==> src/rtl/okp_pkg.sv <==
// ----------------------------------------------------------------------------
// Reply packet field parser package
// Shared types, constants and phase encoding for the reply field parser.
// ----------------------------------------------------------------------------
package okp_pkg;

  localparam int POS_BITS            = 24;
  localparam int SESSION_CHANGED_BIT = 14;
  localparam int MIN_PACKET          = 7;
  localparam int QUEUE_DEPTH         = 2;

  localparam logic [7:0] PFX_NULL = 8'hfb;
  localparam logic [7:0] PFX_TWO  = 8'hfc;
  localparam logic [7:0] PFX_FOUR = 8'hfd;
  localparam logic [7:0] PFX_EIGHT = 8'hfe;

  localparam logic [1:0] CODE_OK     = 2'd0;
  localparam logic [1:0] CODE_SHORT  = 2'd1;
  localparam logic [1:0] CODE_PREFIX = 2'd2;
  localparam logic [1:0] CODE_TRUNC  = 2'd3;

  localparam logic [1:0] REG_PROTO41  = 2'd0;
  localparam logic [1:0] REG_TRANS    = 2'd1;
  localparam logic [1:0] REG_SESSTRK  = 2'd2;

  typedef enum logic [3:0] {
    PH_HEADER    = 4'd0,
    PH_ROWS      = 4'd1,
    PH_ID        = 4'd2,
    PH_STATUS    = 4'd3,
    PH_WARN      = 4'd4,
    PH_INFO_LEN  = 4'd5,
    PH_INFO_DATA = 4'd6,
    PH_INFO_RAW  = 4'd7,
    PH_SESS_LEN  = 4'd8,
    PH_SESS_DATA = 4'd9,
    PH_ERROR     = 4'd10
  } phase_t;

  typedef struct packed {
    logic [7:0] data_byte;
    logic       last_byte;
  } in_item_t;

  typedef struct packed {
    logic [1:0]          status_code;
    logic [63:0]         row_count;
    logic [63:0]         insert_id;
    logic [15:0]         server_status;
    logic [15:0]         warning_count;
    logic [POS_BITS-1:0] info_offset;
    logic [POS_BITS-1:0] info_length;
    logic                session_present;
    logic [POS_BITS-1:0] session_offset;
    logic [POS_BITS-1:0] session_length;
  } out_item_t;

  // Classified byte handed from the front to the back part.
  typedef struct packed {
    logic [7:0]          data_byte;
    logic                last_byte;
    logic [POS_BITS-1:0] pos;    // position of this byte
    logic [POS_BITS-1:0] nxt;    // saturated position after it
    logic                short_pkt;
  } tok_t;

  typedef struct packed {
    logic proto41;
    logic trans;
    logic sesstrk;
  } caps_t;

endpackage

==> src/rtl/okp_front.sv <==
// ----------------------------------------------------------------------------
// Reply parser front end
// Accepts bytes, tracks the saturating byte position and tags each byte.
// ----------------------------------------------------------------------------
module okp_front (
  input  logic            clk,
  input  logic            rst_n,
  input  logic            in_push,
  output logic            in_full,
  input  okp_pkg::in_item_t in_data,
  output logic            tok_valid,
  output okp_pkg::tok_t   tok,
  input  logic            tok_ready
);
  import okp_pkg::*;

  logic [POS_BITS-1:0] pos_r, pos_nxt;
  logic [POS_BITS-1:0] inc;
  logic                take;

  assign in_full   = !tok_ready;
  assign take      = in_push && tok_ready;
  assign inc       = (&pos_r) ? pos_r : pos_r + 1'b1;
  assign tok_valid = in_push;

  always_comb begin
    tok.data_byte = in_data.data_byte;
    tok.last_byte = in_data.last_byte;
    tok.pos       = pos_r;
    tok.nxt       = inc;
    tok.short_pkt = ({{(32-POS_BITS){1'b0}}, inc} < 32'(MIN_PACKET));
  end

  always_comb begin
    pos_nxt = pos_r;
    if (take) begin
      pos_nxt = in_data.last_byte ? '0 : inc;
    end
  end

  always_ff @(posedge clk) begin
    if (!rst_n) begin
      pos_r <= '0;
    end else begin
      pos_r <= pos_nxt;
    end
  end

endmodule

==> src/rtl/okp_fifo.sv <==
// ----------------------------------------------------------------------------
// Reply parser token queue
// Two-entry queue that decouples the front end from the field decoder.
// ----------------------------------------------------------------------------
module okp_fifo (
  input  logic          clk,
  input  logic          rst_n,
  input  logic          wr_valid,
  output logic          wr_ready,
  input  okp_pkg::tok_t wr_data,
  output logic          rd_valid,
  input  logic          rd_ready,
  output okp_pkg::tok_t rd_data
);
  import okp_pkg::*;

  tok_t       mem_r [QUEUE_DEPTH];
  logic       wp_r, wp_nxt, rp_r, rp_nxt;
  logic [1:0] cnt_r, cnt_nxt;
  logic       wr, rd;

  assign wr_ready = (cnt_r != 2'(QUEUE_DEPTH));
  assign rd_valid = (cnt_r != 2'd0);
  assign rd_data  = mem_r[rp_r];
  assign wr = wr_valid && wr_ready;
  assign rd = rd_valid && rd_ready;

  always_comb begin
    wp_nxt  = wr ? !wp_r : wp_r;
    rp_nxt  = rd ? !rp_r : rp_r;
    cnt_nxt = cnt_r + {1'b0, wr} - {1'b0, rd};
  end

  always_ff @(posedge clk) begin
    if (!rst_n) begin
      wp_r  <= 1'b0;
      rp_r  <= 1'b0;
      cnt_r <= '0;
    end else begin
      wp_r  <= wp_nxt;
      rp_r  <= rp_nxt;
      cnt_r <= cnt_nxt;
    end
  end

  always_ff @(posedge clk) begin
    if (wr) begin
      mem_r[wp_r] <= wr_data;
    end
  end

endmodule

==> src/rtl/okp_back.sv <==
// ----------------------------------------------------------------------------
// Reply parser field decoder
// Decodes fields one byte per cycle unless the one result register stalls it.
// ----------------------------------------------------------------------------
module okp_back (
  input  logic               clk,
  input  logic               rst_n,
  input  okp_pkg::caps_t     caps,
  input  logic               tok_valid,
  output logic               tok_ready,
  input  okp_pkg::tok_t      tok,
  output logic               out_empty,
  input  logic               out_pop,
  output okp_pkg::out_item_t out_data
);
  import okp_pkg::*;

  phase_t              ph_r, ph_nxt;
  logic [3:0]          pend_r, pend_nxt;
  logic [3:0]          fsize_r, fsize_nxt;
  logic [63:0]         acc_r, acc_nxt;
  logic [63:0]         rows_r, rows_nxt, iid_r, iid_nxt;
  logic [15:0]         stat_r, stat_nxt, warn_r, warn_nxt;
  logic [POS_BITS-1:0] istart_r, istart_nxt, sstart_r, sstart_nxt;
  logic [63:0]         idecl_r, idecl_nxt, sdecl_r, sdecl_nxt;
  logic                err_r, err_nxt;
  logic                full_r;
  out_item_t           res_r, res_nxt;

  logic        step, done, lenenc, fixed, fin;
  logic [7:0]  b;
  logic [63:0] ibyte;
  logic [2:0]  k;
  logic [POS_BITS-1:0] nx, irem, srem;
  logic [63:0] idelta;

  assign tok_ready = !full_r || out_pop;
  assign step      = tok_valid && tok_ready;
  assign out_empty = !full_r;
  assign out_data  = res_r;
  assign b         = tok.data_byte;
  assign nx        = tok.nxt;
  assign k         = 3'(fsize_r - pend_r);
  assign ibyte     = {56'd0, b} << {k, 3'b000};
  assign idelta    = 64'(tok.pos - istart_r);

  // Field decode for one byte.
  always_comb begin
    ph_nxt = ph_r; pend_nxt = pend_r; fsize_nxt = fsize_r; acc_nxt = acc_r;
    rows_nxt = rows_r; iid_nxt = iid_r; stat_nxt = stat_r; warn_nxt = warn_r;
    istart_nxt = istart_r; idecl_nxt = idecl_r; sstart_nxt = sstart_r;
    sdecl_nxt = sdecl_r; err_nxt = err_r;
    done = 1'b0; lenenc = 1'b0; fixed = 1'b0;
    unique case (ph_r)
      PH_HEADER: begin
        ph_nxt = PH_ROWS; pend_nxt = '0;
      end
      PH_ROWS, PH_ID, PH_INFO_LEN, PH_SESS_LEN: lenenc = 1'b1;
      PH_STATUS, PH_WARN: fixed = 1'b1;
      PH_INFO_DATA: begin
        if (idelta >= idecl_r && stat_r[SESSION_CHANGED_BIT]) begin
          ph_nxt = PH_SESS_LEN; pend_nxt = '0; lenenc = 1'b1;
        end
      end
      default: ;
    endcase
    if (fixed) begin
      if (pend_r == 4'd0) begin
        done = 1'b1;
      end else begin
        acc_nxt = acc_r | ibyte; pend_nxt = pend_r - 4'd1;
        done = (pend_r == 4'd1);
      end
    end
    if (lenenc) begin
      if (pend_r != 4'd0 && ph_r != PH_INFO_DATA) begin
        acc_nxt = acc_r | ibyte; pend_nxt = pend_r - 4'd1;
        done = (pend_r == 4'd1);
      end else if (b < PFX_NULL) begin
        acc_nxt = {56'd0, b}; done = 1'b1;
      end else if (b == PFX_TWO || b == PFX_FOUR || b == PFX_EIGHT) begin
        acc_nxt = '0;
        fsize_nxt = (b == PFX_TWO) ? 4'd2 : (b == PFX_FOUR) ? 4'd3 : 4'd8;
        pend_nxt = fsize_nxt;
      end else begin
        err_nxt = 1'b1; ph_nxt = PH_ERROR;
      end
    end
    if (done) begin
      unique case (ph_nxt)
        PH_ROWS: begin
          rows_nxt = acc_nxt; ph_nxt = PH_ID; pend_nxt = '0;
        end
        PH_ID: begin
          iid_nxt = acc_nxt;
          if (caps.proto41 || caps.trans) begin
            ph_nxt = PH_STATUS; fsize_nxt = 4'd2; pend_nxt = 4'd2; acc_nxt = '0;
          end else begin
            istart_nxt = nx; pend_nxt = '0;
            ph_nxt = caps.sesstrk ? PH_INFO_LEN : PH_INFO_RAW;
          end
        end
        PH_STATUS: begin
          stat_nxt = acc_nxt[15:0];
          if (caps.proto41) begin
            ph_nxt = PH_WARN; fsize_nxt = 4'd2; pend_nxt = 4'd2; acc_nxt = '0;
          end else begin
            istart_nxt = nx; pend_nxt = '0;
            ph_nxt = caps.sesstrk ? PH_INFO_LEN : PH_INFO_RAW;
          end
        end
        PH_WARN: begin
          warn_nxt = acc_nxt[15:0]; istart_nxt = nx; pend_nxt = '0;
          ph_nxt = caps.sesstrk ? PH_INFO_LEN : PH_INFO_RAW;
        end
        PH_INFO_LEN: begin
          idecl_nxt = acc_nxt; istart_nxt = nx; ph_nxt = PH_INFO_DATA;
        end
        PH_SESS_LEN: begin
          sdecl_nxt = acc_nxt; sstart_nxt = nx; ph_nxt = PH_SESS_DATA;
        end
        default: ;
      endcase
    end
  end

  // Result assembly on the final byte.
  assign irem = (nx >= istart_nxt) ? nx - istart_nxt : '0;
  assign srem = (nx >= sstart_nxt) ? nx - sstart_nxt : '0;

  always_comb begin
    res_nxt = '0;
    res_nxt.status_code = CODE_OK;
    if (tok.short_pkt) begin
      res_nxt.status_code = CODE_SHORT;
    end else if (err_nxt) begin
      res_nxt.status_code = CODE_PREFIX;
    end else begin
      unique case (ph_nxt)
        PH_INFO_LEN: begin
          if (pend_nxt != 4'd0) res_nxt.status_code = CODE_TRUNC;
          else res_nxt.info_offset = istart_nxt;
        end
        PH_INFO_RAW: begin
          res_nxt.info_offset = istart_nxt;
          res_nxt.info_length = nx - istart_nxt;
        end
        PH_INFO_DATA: begin
          res_nxt.info_offset = istart_nxt;
          res_nxt.info_length = (idecl_nxt < 64'(irem)) ? idecl_nxt[POS_BITS-1:0] : irem;
          if (stat_nxt[SESSION_CHANGED_BIT]) begin
            res_nxt.session_present = 1'b1;
            res_nxt.session_offset  = nx;
          end
        end
        PH_SESS_DATA: begin
          res_nxt.info_offset     = istart_nxt;
          res_nxt.info_length     = idecl_nxt[POS_BITS-1:0];
          res_nxt.session_present = 1'b1;
          res_nxt.session_offset  = sstart_nxt;
          res_nxt.session_length  =
            (sdecl_nxt < 64'(srem)) ? sdecl_nxt[POS_BITS-1:0] : srem;
        end
        default: res_nxt.status_code = CODE_TRUNC;
      endcase
    end
    if (res_nxt.status_code == CODE_OK) begin
      res_nxt.row_count      = rows_nxt;
      res_nxt.insert_id      = iid_nxt;
      res_nxt.server_status  = stat_nxt;
      res_nxt.warning_count  = warn_nxt;
    end
  end

  assign fin = step && tok.last_byte;

  always_ff @(posedge clk) begin
    if (!rst_n || fin) begin
      ph_r <= PH_HEADER; pend_r <= '0; fsize_r <= '0; acc_r <= '0;
      rows_r <= '0; iid_r <= '0; stat_r <= '0; warn_r <= '0;
      istart_r <= '0; idecl_r <= '0; sstart_r <= '0; sdecl_r <= '0; err_r <= 1'b0;
    end else if (step) begin
      ph_r <= ph_nxt; pend_r <= pend_nxt; fsize_r <= fsize_nxt; acc_r <= acc_nxt;
      rows_r <= rows_nxt; iid_r <= iid_nxt; stat_r <= stat_nxt; warn_r <= warn_nxt;
      istart_r <= istart_nxt; idecl_r <= idecl_nxt; sstart_r <= sstart_nxt;
      sdecl_r <= sdecl_nxt; err_r <= err_nxt;
    end
  end

  always_ff @(posedge clk) begin
    if (!rst_n) begin
      full_r <= 1'b0;
    end else if (fin) begin
      full_r <= 1'b1;
    end else if (out_pop) begin
      full_r <= 1'b0;
    end
  end

  always_ff @(posedge clk) begin
    if (fin) begin
      res_r <= res_nxt;
    end
  end

endmodule

==> src/rtl/ok_packet_field_parser_top.sv <==
// ----------------------------------------------------------------------------
// Reply packet field parser top level
// Streams reply payload bytes and reports the decoded fields once per packet.
// ----------------------------------------------------------------------------
// Throughput: one byte per cycle, set by the single-byte decode step, unless a full result register stalls it.
// Result: a packet's final byte is first written into the token queue, and its
// result is registered at the edge where the decoder takes that byte from the queue.
// Reset: rst_n is synchronous and active low; it empties the token queue and the
// result register, returns the decoder to the header phase and restores the capability registers.
module ok_packet_field_parser_top (
  input  logic               clk,
  input  logic               rst_n,
  input  logic               in_push,
  output logic               in_full,
  input  okp_pkg::in_item_t  in_data,
  output logic               out_empty,
  input  logic               out_pop,
  output okp_pkg::out_item_t out_data,
  input  logic               cfg_psel,
  input  logic               cfg_penable,
  input  logic               cfg_pwrite,
  input  logic [3:0]         cfg_paddr,
  input  logic [31:0]        cfg_pwdata,
  output logic [31:0]        cfg_prdata,
  output logic               cfg_pready
);
  import okp_pkg::*;

  // Capability registers, written through the configuration port.
  caps_t caps_r, caps_nxt;
  logic  cfg_wr;

  assign cfg_pready = 1'b1;
  assign cfg_wr = cfg_psel && cfg_penable && cfg_pwrite;

  always_comb begin
    caps_nxt = caps_r;
    if (cfg_wr) begin
      unique case (cfg_paddr[3:2])
        REG_PROTO41: caps_nxt.proto41 = cfg_pwdata[0];
        REG_TRANS:   caps_nxt.trans   = cfg_pwdata[0];
        REG_SESSTRK: caps_nxt.sesstrk = cfg_pwdata[0];
        default: ;
      endcase
    end
  end

  always_comb begin
    cfg_prdata = '0;
    unique case (cfg_paddr[3:2])
      REG_PROTO41: cfg_prdata[0] = caps_r.proto41;
      REG_TRANS:   cfg_prdata[0] = caps_r.trans;
      REG_SESSTRK: cfg_prdata[0] = caps_r.sesstrk;
      default: ;
    endcase
  end

  always_ff @(posedge clk) begin
    if (!rst_n) begin
      caps_r <= '{proto41: 1'b1, trans: 1'b0, sesstrk: 1'b0};
    end else begin
      caps_r <= caps_nxt;
    end
  end

  // The front end tags each byte with its position; the queue absorbs bytes
  // while the decoder stalls on a full result register, until the queue is full.
  logic f_valid, f_ready, q_valid, q_ready;
  tok_t f_tok, q_tok;

  okp_front u_front (
    .clk, .rst_n, .in_push, .in_full, .in_data,
    .tok_valid(f_valid), .tok(f_tok), .tok_ready(f_ready)
  );

  okp_fifo u_fifo (
    .clk, .rst_n,
    .wr_valid(f_valid), .wr_ready(f_ready), .wr_data(f_tok),
    .rd_valid(q_valid), .rd_ready(q_ready), .rd_data(q_tok)
  );

  okp_back u_back (
    .clk, .rst_n, .caps(caps_r),
    .tok_valid(q_valid), .tok_ready(q_ready), .tok(q_tok),
    .out_empty, .out_pop, .out_data
  );

`ifndef NO_ASSERTIONS
  // A non-ok result never carries decoded fields.
  a_err_zero: assert property (@(posedge clk) disable iff (!rst_n)
    (!out_empty && out_data.status_code != CODE_OK) |->
      (out_data.row_count == '0 && out_data.info_length == '0))
    else $error("error result carries field data");

  // A waiting result that is not popped stays unchanged.
  a_res_hold: assert property (@(posedge clk) disable iff (!rst_n)
    (!out_empty && !out_pop) |=> (!out_empty && $stable(out_data)))
    else $error("pending result changed");

  // Session fields are zero whenever no session string is reported.
  a_sess: assert property (@(posedge clk) disable iff (!rst_n)
    (!out_empty && !out_data.session_present) |->
      (out_data.session_offset == '0 && out_data.session_length == '0))
    else $error("session fields without session");
`endif

endmodule

==> config.mk <==
export PLATFORM = sky130hd
export DESIGN_NAME = ok_packet_field_parser_top
export DESIGN_NICKNAME = d
export VERILOG_FILES = /design/src/rtl/okp_pkg.sv /design/src/rtl/okp_front.sv /design/src/rtl/okp_fifo.sv /design/src/rtl/okp_back.sv /design/src/rtl/ok_packet_field_parser_top.sv
export SDC_FILE = /design/constraint.sdc
export NUM_CORES = 2
export LEC_CHECK = 0
export BUFFER_PORTS_ARGS = -buffer_cell sky130_fd_sc_hd__buf_2
export CORE_MARGIN = 2
export CORE_UTILIZATION = 55
export CTS_BUF_LIST = sky130_fd_sc_hd__clkbuf_4
export CTS_CLUSTER_DIAMETER = 150
export DETAILED_ROUTE_END_ITERATION = 10
export PLACE_DENSITY = 0.79
export SETUP_SLACK_MARGIN = 0.5
export SLEW_MARGIN = 40
export SYNTH_ARGS = -nofsm -noshare
export SYNTH_HDL_FRONTEND = slang
export SYNTH_SLANG_ARGS = --single-unit
==> constraint.sdc <==
create_clock -name clk -period 18.3 [get_ports clk]
set_clock_uncertainty 0.1 [all_clocks]
set_input_delay 1.83 -clock clk [delete_from_list [all_inputs] [get_ports clk]]
set_output_delay 1.83 -clock clk [all_outputs]
set_load 0.02 [all_outputs]
==> flow_metrics.env <==
export IMPL_fmax_mhz=67.4
export IMPL_syn_inst=4475
export IMPL_syn_area_per_cell_um2=9.48
export IMPL_yosys_area_top_type_share_pct=26.5
export IMPL_place_hpwl_mm=80.3
export IMPL_ys_seq_elements=820
export IMPL_clock_sinks=820
export IMPL_cp_required_ns=19.01
export IMPL_setup_tns_ns=0
export IMPL_hold_path_endpoint="u_back.sdecl_r[6]"
export IMPL_grt_usage_pct=29.4
export IMPL_synthesis_area_mm2=0.0424
export IMPL_area_growth_syn_to_layout_pct=11.5
export IMPL_rsz0062_at_grt="false"
export IMPL_holdPathStages=2
export IMPL_drt_pass1_iterations=6
export IMPL_end_kind="flop"
export IMPL_ir_drop_v=0.0000887
export IMPL_leakage_nw=16.0
export IMPL_hold_viol=0
export IMPL_power_frac_comb_pct=38.9
export IMPL_cts_tree="done"
export IMPL_core_mm2=0.0762
export IMPL_synth_common_cells="714 x nor2_1, 445 x dfxtp_1, 388 x a21oi_1, 375 x edfxtp_1, 343 x nand2_1"
export IMPL_power_density_mw_per_mm2=133
export IMPL_crit_arrival_ns=15.54
export IMPL_grt_antenna_before_repair=5
export IMPL_drv_cap=0
export IMPL_cts_htree_levels=4
export IMPL_swShare_pct=40.9
export IMPL_grt_pass1_wl_mm=182
export IMPL_finalWirelength_mm=120
export IMPL_hold_slack_ns=0.354
export IMPL_cts_buffers_inserted=206
export IMPL_route_vias_total=35500
export IMPL_finalInstanceArea_mm2=0.0473
export IMPL_slew_violations=0
export IMPL_synth_most_common_cell="nor2_1"
export IMPL_io_pins=346
export IMPL_finalCritPeriodShare_pct=81.0
export IMPL_hold_path_startpoint="u_back.sdecl_r[6]"
export IMPL_cpMostUsedCell="a21o_1"
export IMPL_yosys_top_cells_area="edfxtp_1 27%, dfxtp_1 21%, nor2_1 6.3%"
export IMPL_reg2reg_to="u_back.out_data[51]"
export IMPL_worst_path_max_fanout=48
export IMPL_ys_warn_count=0
export IMPL_pwr_share_clk_pct=24.6
export IMPL_drt_vias_per_instance=5.99
export IMPL_ys_flop_type="dfxtp_1"
export IMPL_cp_slowest_cell="dfxtp_2"
export IMPL_place_area_mm2=0.0445
export IMPL_ant_nets=0
export IMPL_slew_headroom_pct=41.8
export IMPL_layout_setup_ws_ns=3.47
export IMPL_start_util_pct=55.7
export IMPL_row_count=101
export IMPL_hp_class="flop to flop"
export IMPL_cts_path_max_buffers=3
export IMPL_first_global_vias=32200
export IMPL_fin_nets=4975
export IMPL_min_period_ns=14.83
export IMPL_drive_gt1_share_pct=20.0
export IMPL_io_buffer_count=280
export IMPL_synth_edf_count=375
export IMPL_drt_iter0_markers=3986
export IMPL_reg2reg_slack_ns=3.47
export IMPL_power_frac_seq_pct=36.5
export IMPL_cts_root_buf="clkbuf_4"
export IMPL_async_flop_share_pct=0
export IMPL_start_kind="flop"
export IMPL_gp_congestion=0.964
export IMPL_hold_buffers=0
export IMPL_fp_dieH_um=282
export IMPL_grt_max_degree=127
export IMPL_routedWlPerCell_um=20.2
export IMPL_netSwitchingPower_mw=2.57
export IMPL_rr_worst_depth=52
export IMPL_synth_seq_area_share_pct=47.5
export IMPL_slowest_delay_ns=0.78
export IMPL_ctsResizeCount=0
export IMPL_setup_violations=0
export IMPL_die_area_mm2=0.0794
export IMPL_worstSkewPairLatency_ns=1.08
export IMPL_grt_ovfl_total=0
export IMPL_synth_top_area_cell="edfxtp_1"
export IMPL_cts_setup_buffers=0
export IMPL_clkTransAtPathRegs_ns=0.07
export IMPL_internal_power_mw=3.72
export IMPL_status="finished clean"
export IMPL_die_w_um=282
export IMPL_synth_cell_type_count=87
export IMPL_worstSetupPathType="flop to flop"
export IMPL_worstMarginPinSlew_ns=0.874
export IMPL_dpl_worst_slack_ns=3.50
export IMPL_fin_util_pct=62.1
export IMPL_drc=0
## routing by layer
layer	share of wire, %	global-route usage (%)	up-vias
met5	0.012	0	-
met4	3.9	13.3	2
met3	8.5	6.24	239
met2	46	46.1	1597
met1	41	39.3	16800
li1	-	-	16900
## cells by family after synthesis
group | after synthesis | synth area share [%]
compound gates | 1206 | 20.7
xor+xnor | 89 | 1.84
fa+ha+maj | 192 | 5.73
buf+inv | 530 | 5.42
flops | 820 | 47.5
mux | 85 | 2.19
other cells | 2 | 0.0177
simple gates | 1551 | 16.5
## flip-flops by register name (all words and copies together), names as in the netlist, named ones only
signal and cells:
u_back.out_data 259, u_fifo.mem_r 116, u_back.acc_r 64, u_back.idecl_r 64, u_back.iid_r 64, u_back.rows_r 64
u_back.sdecl_r 64, u_back.istart_r 24, u_back.sstart_r 24, u_front.pos_r 24, u_back.stat_r 16, u_back.warn_r 16
u_back.pend_r 4, u_back.ph_r 4, caps_r 3, u_back.fsize_r 3, u_fifo.cnt_r 2, u_back.err_r 1
u_back.full_r 1, u_fifo.rp_r 1, u_fifo.wp_r 1
## worst max-delay path: cells and delay by family (launching register included)
kind	cells	cell delay, ns
compound gates	34	8.50
simple gates	6	1.20
fa+ha+maj	6	1.98
mux	1	0.31
buf+inv	5	1.69
flops	1	0.78
## layout make-up
type	count	area, um^2
Tap cell	1030	1290
Clock buffer	307	2300
Antenna cell	4	10.0
Sequential cell	820	20200
Clock inverter	72	360
Multi-Input combinational cell	3155	20300
Inverter	168	631
Timing Repair Buffer	380	2250
Fill cell	6377	28900
## cells in the final DEF (no fill, tap or decap), types with 64 or more instances in the layout
cell type / n
a2111oi_2: 79
buf_2: 282
a211oi_1: 246
buf_4: 82
nor2_1: 708
nand2_1: 340
a21oi_1: 387
dfxtp_1: 444
edfxtp_1: 375
a22oi_1: 108
ha_1: 188
inv_1: 167
clkbuf_4: 307
nor3_1: 111
o21ai_0: 78
a2111oi_0: 64
## metrics by stage
step	power, mW	std cells
floorplan	4.11	4505
detailed placement	4.73	5548
global route	6.64	5936
CTS	6.27	5927
global placement	4.67	5544
finish	6.28	5936
## worst max path at each step
stage	startpoint	to	slack, ns
after floorplan	flop	u_back.out_data[50]	3.73
after CTS	flop	u_back.out_data[51]	3.42
final	flop	u_back.out_data[51]	3.47
after detailed placement	flop	u_back.out_data[51]	3.50
after global placement	flop	u_back.out_data[51]	3.39
after global routing	flop	u_back.out_data[51]	2.43
## power groups by stage
stage | sequential (mW) | clock (mW) | combinational [mW]
2_1_floorplan | 2.57 | 0 | 1.54
3_3_place_gp | 2.33 | 0 | 2.34
5_1_grt | 2.32 | 1.67 | 2.65
4_1_cts | 2.29 | 1.57 | 2.40
3_5_place_dp | 2.33 | 0 | 2.39
6_report | 2.29 | 1.55 | 2.45
Note: power is estimated with default switching activity, not from simulation.
